===== src/sv/targa_rle_decoder_defines.svh =====
// Assertion macros for the TGA RLE decoder.
`ifndef TARGA_RLE_DECODER_DEFINES_SVH
`define TARGA_RLE_DECODER_DEFINES_SVH

`ifndef SYNTHESIS

`define TRLE_ASSERT_SAME(label, clk, rst, ante, cons) \
   label: assert property (@(posedge clk) disable iff (rst) (ante) |-> (cons)) \
      else $error("assertion failed: same-cycle implication");

`define TRLE_ASSERT_NEXT(label, clk, rst, ante, cons) \
   label: assert property (@(posedge clk) disable iff (rst) (ante) |=> (cons)) \
      else $error("assertion failed: next-cycle implication");

`else

`define TRLE_ASSERT_SAME(label, clk, rst, ante, cons)

`define TRLE_ASSERT_NEXT(label, clk, rst, ante, cons)

`endif

`endif


===== src/sv/trle_pkg.sv =====
package trle_pkg;

   localparam logic [7:0] HDR_COUNT_MASK = 8'h7f;
   localparam logic [7:0] HDR_RUN_BIT    = 8'h80;

   localparam logic [1:0] CSR_CHANNEL_COUNT   = 2'd0;
   localparam logic [1:0] CSR_PIXELS_PER_LINE = 2'd1;

   typedef enum logic [1:0] {
      STATUS_OK      = 2'd0,
      STATUS_OVERRUN = 2'd1,
      STATUS_TRUNC   = 2'd2
   } status_type;

   typedef struct packed {
      logic        in_pkt;
      logic        run_mode;
      logic [7:0]  packet_left;
      logic [1:0]  byte_index;
      logic [23:0] pixel_bytes;
      logic [15:0] pixels_left;
   } parse_state_type;

   typedef struct packed {
      logic [3:0][7:0] chan;
      logic [7:0]      repeat_res;
      logic            line_done;
      status_type      status;
   } result_type;

   function automatic logic [2:0] eff_channels(input logic [2:0] c);
      logic [2:0] r;
      if (c == 3'd0) begin
         r = 3'd1;
      end else if (c > 3'd4) begin
         r = 3'd4;
      end else begin
         r = c;
      end
      return r;
   endfunction

   function automatic logic [15:0] eff_line(input logic [15:0] p);
      return (p == 16'd0) ? 16'd1 : p;
   endfunction

endpackage


===== src/sv/trle_step.sv =====
module trle_step
   import trle_pkg::*;
(
   input  parse_state_type cur,
   input  logic [2:0]      channels,
   input  logic [15:0]     line_len,
   input  logic [7:0]      data_byte,
   input  logic            stream_end,
   output parse_state_type nxt,
   output result_type      res,
   output logic            have
);

   logic complete;

   assign complete = ({1'b0, cur.byte_index} + 3'd1) >= channels;

   always_comb begin
      nxt  = cur;
      res  = '0;
      have = 1'b0;
      if (!cur.in_pkt) begin
         if (cur.pixels_left == 16'd0) begin
            nxt.pixels_left = line_len;
         end
         nxt.packet_left = (data_byte & HDR_COUNT_MASK) + 8'd1;
         nxt.run_mode    = (data_byte & HDR_RUN_BIT) != 8'd0;
         nxt.in_pkt      = 1'b1;
         nxt.byte_index  = 2'd0;
         nxt.pixel_bytes = '0;
      end else if (complete) begin
         res.chan[0] = cur.pixel_bytes[7:0];
         res.chan[1] = cur.pixel_bytes[15:8];
         res.chan[2] = cur.pixel_bytes[23:16];
         res.chan[3] = 8'd0;
         res.chan[cur.byte_index] = data_byte;
         for (int k = 0; k < 4; k++) begin
            if (3'(k) >= channels) begin
               res.chan[k] = 8'd0;
            end
         end
         if (cur.run_mode) begin
            if ({8'd0, cur.packet_left} > cur.pixels_left) begin
               res.repeat_res = cur.pixels_left[7:0];
               res.status     = STATUS_OVERRUN;
            end else begin
               res.repeat_res = cur.packet_left;
            end
            nxt.pixels_left = cur.pixels_left - {8'd0, res.repeat_res};
            nxt.packet_left = 8'd0;
            nxt.in_pkt      = 1'b0;
         end else begin
            if (cur.pixels_left == 16'd0) begin
               res.status = STATUS_OVERRUN;
            end else begin
               res.repeat_res  = 8'd1;
               nxt.pixels_left = cur.pixels_left - 16'd1;
            end
            if (cur.packet_left != 8'd0) begin
               nxt.packet_left = cur.packet_left - 8'd1;
            end
            if (nxt.packet_left == 8'd0) begin
               nxt.in_pkt = 1'b0;
            end
         end
         res.line_done   = (res.repeat_res != 8'd0) && (nxt.pixels_left == 16'd0);
         nxt.byte_index  = 2'd0;
         nxt.pixel_bytes = '0;
         have            = 1'b1;
      end else begin
         case (cur.byte_index)
            2'd0:    nxt.pixel_bytes[7:0]   = cur.pixel_bytes[7:0] | data_byte;
            2'd1:    nxt.pixel_bytes[15:8]  = cur.pixel_bytes[15:8] | data_byte;
            2'd2:    nxt.pixel_bytes[23:16] = cur.pixel_bytes[23:16] | data_byte;
            default: nxt.pixel_bytes        = cur.pixel_bytes;
         endcase
         nxt.byte_index = cur.byte_index + 2'd1;
      end

      if (stream_end) begin
         if (nxt.pixels_left != 16'd0) begin
            have       = 1'b1;
            res.status = STATUS_TRUNC;
         end
         nxt.in_pkt      = 1'b0;
         nxt.run_mode    = 1'b0;
         nxt.packet_left = 8'd0;
         nxt.byte_index  = 2'd0;
         nxt.pixel_bytes = '0;
         nxt.pixels_left = line_len;
      end
   end

endmodule


===== src/sv/targa_rle_decoder.sv =====
// Channel  Dir  Handshake          Payload
// req      in   req_valid/stall    data_byte, stream_end (one compressed byte)
// rsp      out  rsp_valid/stall    chan0..chan3, repeat_res, line_done, status
// csr      in   csr_valid/ready    csr_index (register), csr_data (value)
//
// One byte per cycle while req_stall is low; a result appears in the cycle after its byte.
// The parser decodes each byte combinationally; results go into a single result register.
// req_stall is high only while the result register is full and rsp is stalled.
// Synchronous active-high reset: channel_count 4, pixels_per_line 1, parser idle.
// csr_ready is always high; writes are expected only while the decoder is idle.
`include "targa_rle_decoder_defines.svh"

module targa_rle_decoder
   import trle_pkg::*;
(
   input  logic        clock,
   input  logic        reset,
   input  logic        req_valid,
   output logic        req_stall,
   input  logic [7:0]  req_data_byte,
   input  logic        req_stream_end,
   output logic        rsp_valid,
   input  logic        rsp_stall,
   output logic [7:0]  rsp_chan0,
   output logic [7:0]  rsp_chan1,
   output logic [7:0]  rsp_chan2,
   output logic [7:0]  rsp_chan3,
   output logic [7:0]  rsp_repeat_res,
   output logic        rsp_line_done,
   output logic [1:0]  rsp_status,
   input  logic        csr_valid,
   output logic        csr_ready,
   input  logic [1:0]  csr_index,
   input  logic [15:0] csr_data
);

   logic [2:0]      channel_count_ff;
   logic [15:0]     pixels_per_line_ff;
   parse_state_type state_ff;
   parse_state_type state_in;
   parse_state_type step_state;
   result_type      res_ff;
   result_type      res_in;
   logic            rsp_valid_ff;
   logic            have;
   logic            req_take;
   logic            csr_take;

   assign req_stall = rsp_valid_ff && rsp_stall;
   assign req_take  = req_valid && !req_stall;
   assign csr_ready = 1'b1;
   assign csr_take  = csr_valid && csr_ready;

   trle_step u_step (
      .cur        (state_ff),
      .channels   (eff_channels(channel_count_ff)),
      .line_len   (eff_line(pixels_per_line_ff)),
      .data_byte  (req_data_byte),
      .stream_end (req_stream_end),
      .nxt        (step_state),
      .res        (res_in),
      .have       (have)
   );

   always_comb begin
      state_in = state_ff;
      if (req_take) begin
         state_in = step_state;
      end
      if (csr_take && (csr_index == CSR_PIXELS_PER_LINE)) begin
         state_in.pixels_left = eff_line(csr_data);
      end
   end

   always_ff @(posedge clock) begin
      if (reset) begin
         channel_count_ff   <= 3'd4;
         pixels_per_line_ff <= 16'd1;
         state_ff           <= '{in_pkt: 1'b0, run_mode: 1'b0, packet_left: 8'd0,
                                 byte_index: 2'd0, pixel_bytes: 24'd0,
                                 pixels_left: 16'd1};
         rsp_valid_ff       <= 1'b0;
      end else begin
         state_ff <= state_in;
         if (csr_take) begin
            case (csr_index)
               CSR_CHANNEL_COUNT:   channel_count_ff   <= csr_data[2:0];
               CSR_PIXELS_PER_LINE: pixels_per_line_ff <= csr_data;
               default: ;
            endcase
         end
         if (req_take) begin
            rsp_valid_ff <= have;
         end else if (!rsp_stall) begin
            rsp_valid_ff <= 1'b0;
         end
      end
   end

   always_ff @(posedge clock) begin
      if (req_take && have) begin
         res_ff <= res_in;
      end
   end

   assign rsp_valid      = rsp_valid_ff;
   assign rsp_chan0      = res_ff.chan[0];
   assign rsp_chan1      = res_ff.chan[1];
   assign rsp_chan2      = res_ff.chan[2];
   assign rsp_chan3      = res_ff.chan[3];
   assign rsp_repeat_res = res_ff.repeat_res;
   assign rsp_line_done  = res_ff.line_done;
   assign rsp_status     = res_ff.status;

   `TRLE_ASSERT_SAME(a_done_has_pixels, clock, reset, rsp_valid_ff && res_ff.line_done, res_ff.repeat_res != 8'd0)
   `TRLE_ASSERT_SAME(a_trunc_not_done, clock, reset, rsp_valid_ff && res_ff.status == STATUS_TRUNC, !res_ff.line_done)
   `TRLE_ASSERT_SAME(a_packet_nonempty, clock, reset, state_ff.in_pkt, state_ff.packet_left != 8'd0)
   `TRLE_ASSERT_NEXT(a_end_resets_parser, clock, reset, req_take && req_stream_end, !state_ff.in_pkt)

endmodule

===== config.mk =====
export PLATFORM = sky130hd
export DESIGN_NAME = targa_rle_decoder
export DESIGN_NICKNAME = d
export VERILOG_FILES = /design/src/sv/trle_pkg.sv /design/src/sv/trle_step.sv /design/src/sv/targa_rle_decoder.sv
export VERILOG_INCLUDE_DIRS = /design/src /design/src/sv
export SDC_FILE = /design/constraint.sdc
export NUM_CORES = 1
export LEC_CHECK = 0
export ABC_CLOCK_PERIOD_IN_PS = 8970
export BUFFER_PORTS_ARGS = -buffer_cell sky130_fd_sc_hd__buf_2
export CAP_MARGIN = 40
export CORE_ASPECT_RATIO = 1.1
export CORE_MARGIN = 5
export CORE_UTILIZATION = 50
export DETAILED_ROUTE_END_ITERATION = 6
export PLACE_DENSITY = 0.75
export REMOVE_ABC_BUFFERS = 1
export SLEW_MARGIN = 20
export SYNTH_ARGS = -nofsm -noshare
export SYNTH_HDL_FRONTEND = slang
export SYNTH_SLANG_ARGS = --single-unit

===== constraint.sdc =====
create_clock -name clock -period 8.97 [get_ports clock]
set_input_delay 0.897 -clock clock [delete_from_list [all_inputs] [get_ports clock]]
set_output_delay 0.897 -clock clock [all_outputs]
set_load 0.005 [all_outputs]

==> qor.csv <==
stage,metric,value,unit
power_and_ir_drop,Leakage,0.00311,µW
routing,drc violations,0,
final_layout,share of cells above drive strength 1,15.9,%
run_status,status,finished clean,
clocking,CTS buffer count,17,
clocking,CTS Hold Buffers Added,0,
yosys,"flops & latches, synth",115,
routing,drt via density,6.04,
floorplan,initial core utilization,51.3,%
sta,final setup vio count,0,
placement,Place WS,2650,ps
power_and_ir_drop,Pwr Density,200,nW/µm²
floorplan,Core Rows,44,
sta,fin crit period,6480,ps
clocking,"CTS clk-pin slew, worst paths",60,ps
floorplan,IO Pins,78,
setup_path,critical-path maximum fanout,43,
grt,GRT Util Overall,22.9,%
sta,Fmax,154,MHz
grt,initial antenna violation count,0,
sta,worst clock skew,13.1,ps
routing,DR vias,6227,
clocking,Clock Latency Late Sink,430,ps
routing,M1 WL,7480,µm
yosys,top_reg_cell synth,dfxtp_1,
run,max-cap check violation count,0,
yosys,register area share after synthesis,40.2,%
grt,largest net degree at the start of global routing,44,
hold_path,HP Class,reg -> reg,
floorplan,die area,16000,µm²
clocking,clock tree sinks,115,
floorplan,Die Y,132,µm
routing,drt wl/cell,17.9,µm
setup_path,Worst Path Arrival,6590,ps
grt,vias in the first global route,5737,
routing,"antenna viol nets, final",0,
routing,routed length on met3,1280,µm
placement,placer congestion estimate,1.00,
sta,worst slew pin tran,836,ps
final_layout,final instance area,7930,µm²
final_layout,Final #Nets,894,
sta,period utilization,72.2,%
clocking,CTS max path bufs,2,
setup_path,Worst setup SP type,flip-flop,
placement,placed inst area,7270,µm²
grt,first-pass GRT wire length,29000,µm
sta,Hold Slack,462,ps
routing,router iterations before antenna repair,6,
final_layout,# diodes,0,
clocking,PostCTS Resize Cnt,0,
routing,WL met2,8960,µm
clocking,H-tree Lvls,4,
sta,RSZ-0062 raised after global routing,false,
sta,Slew Limit Fails,0,
sta,Rel. slew slack,43.5,%
yosys,asr flop ratio synth,0,%
grt,GRT Residual Overflow,0,
final_layout,Area Growth Syn to Fin,16.6,%
clocking,TritonCTS clock tree,built,
power_and_ir_drop,Max VDD drop,0.110,mV
yosys,Mean Syn Cell Area,8.71,µm²
yosys,"EDFF count, synth",43,
yosys,synthesized area,6800,µm²
setup_path,Worst setup EP type,flip-flop,
placement,HPWL Detailed,13000,µm
power_and_ir_drop,post-layout power,1590,µW
final_layout,multi-input combinational cell area,3770,µm²
setup_path,critical path class,reg -> reg,
yosys,synth warn,0,
sta,slack of the critical path,2490,ps
setup_path,"Req. time, crit path",9080,ps
final_layout,fillers,1167,
yosys,Synth Instances,781,
routing,Top Metal Used,met4,
routing,final WL,18500,µm
clocking,post-CTS setup buffer count,0,
final_layout,sequential cell area,2730,µm²
floorplan,die width,121,µm
placement,I/O Buffers,76,
routing,initial DRC count,624,
floorplan,core box area,13300,µm²
sta,Final Hold Violating Endpoints,0,
yosys,count of cell types in the netlist,77,
sta,Fin Setup TNS,0,ps
setup_path,register-to-register setup slack,2490,ps
clocking,root buf cell,clkbuf_16,
==> flip-flops by register name, summed over array words and instances (netlist names) <==
name,cells
rsp_status,2
rsp_chan1,8
rsp_chan3,8
rsp_line_done,1
state_ff,52
channel_count_ff,3
rsp_chan0,8
rsp_chan2,8
rsp_repeat_res,8
pixels_per_line_ff,16
rsp_valid,1
==> critical path, stage by stage (launching register included) <==
cell and delay (ps):
dfxtp_1 690, inv_1 100, ha_1 330, a21o_1 160, a21oi_1 130, o21ai_0 100, a21oi_1 150, o21ai_0 130
nand2_1 430, mux2i_1 360, ha_1 240, inv_1 60, fa_1 410, a211oi_2 320, o2111ai_2 250, a311oi_4 460
mux2i_1 150, a211oi_2 210, nand4_1 100, or4_1 530, nor3_1 420, o31ai_4 70, buf_4 310
==> cells by family (layout without fill, tap and decap cells) <==
group	count (synthesis)	after routing	share of synthesized area, %
muxes	43	43	6.37
and+or+nand+nor	299	299	22.0
AOI/OAI and AO/OA	197	197	18.6
buffers and inverters	75	141	4.54
adders and majority gates	28	28	5.26
xor gates and xnor gates	23	23	2.96
other	1	1	0.0551
DFF	115	115	40.2
==> per-layer routing <==
layer | track usage (%) | vias to the layer above
li1 | - | 2961
met1 | 27.8 | 2905
met2 | 38.3 | 291
met3 | 5.58 | 70
met4 | 10.1 | 0
met5 | 0 | -
==> metrics by stage <==
| stage | util (%) | instances |
|---|---|---|
| floorplan | - | 731 |
| global placement | 54.5 | 994 |
| detailed placement | 54.8 | 997 |
| CTS | 59.6 | 1029 |
| global route | 59.8 | 1031 |
| finish | 59.8 | 1031 |
==> cell type report <==
cell class | instances | area share [%]
Timing Repair Buffer | 84 | 5.98
Multi-Input combinational cell | 591 | 47.6
Inverter | 25 | 1.18
Tap cell | 184 | 2.90
Clock inverter | 12 | 2.29
Clock buffer | 20 | 5.63
Sequential cell | 115 | 34.5
==> placed cells by master, fill, tap and decap left out, types with 4 or more instances in the layout <==
master / netlist / final
a211oi_1: 6 / 6
a21o_1: 4 / 4
a21oi_1: 82 / 82
a31oi_1: 10 / 10
and2_1: 12 / 12
and3_1: 4 / 4
and4_1: 4 / 4
buf_2: 1 / 76
buf_8: 0 / 4
bufinv_16: 0 / 4
clkbuf_16: 0 / 17
clkinvlp_4: 0 / 4
dfxtp_1: 72 / 72
edfxtp_1: 43 / 43
ha_1: 27 / 27
inv_1: 23 / 23
mux2i_1: 41 / 41
nand2_1: 85 / 85
nand3_1: 18 / 18
nand4_1: 7 / 7
nor2_1: 102 / 102
nor2b_1: 4 / 4
nor3_1: 15 / 15
nor4_1: 12 / 12
nor4_4: 4 / 4
o211ai_1: 15 / 15
o21ai_0: 23 / 23
o21ai_1: 6 / 6
o22ai_1: 6 / 6
or3_1: 5 / 5
or4_1: 6 / 6
xnor2_1: 14 / 14
xor2_1: 9 / 9
==> cell usage after synthesis, types with 14 or more instances <==
| cell type | number | area [µm²] |
|---|---|---|
| a21oi_1 | 82 | 410 |
| nand2_1 | 85 | 319 |
| xnor2_1 | 14 | 123 |
| ha_1 | 27 | 338 |
| o21ai_0 | 23 | 115 |
| dfxtp_1 | 72 | 1440 |
| mux2i_1 | 41 | 410 |
| inv_1 | 23 | 86.3 |
| nor2_1 | 102 | 383 |
| nand3_1 | 18 | 90.1 |
| clkbuf_1 | 39 | 146 |
| edfxtp_1 | 43 | 1290 |
| o211ai_1 | 15 | 113 |
| nor3_1 | 15 | 75.1 |
==> path summary, 6_finish.rpt <==
check                                  start            to  depth (start not counted)
worst max-delay path             state_ff[2]  rsp_chan0[2]                         22
worst max register to register   state_ff[2]  rsp_chan0[2]                         22
worst min-delay path            state_ff[18]  state_ff[18]                          2
worst min register to register  state_ff[18]  state_ff[18]                          2
==> where the power goes <==
group / switching (µW) / internal [µW]
registers: 27.5 / 565
logic: 166 / 110
clock network: 246 / 472
total: 440 / 1150
(Power assumes the default switching activity.)
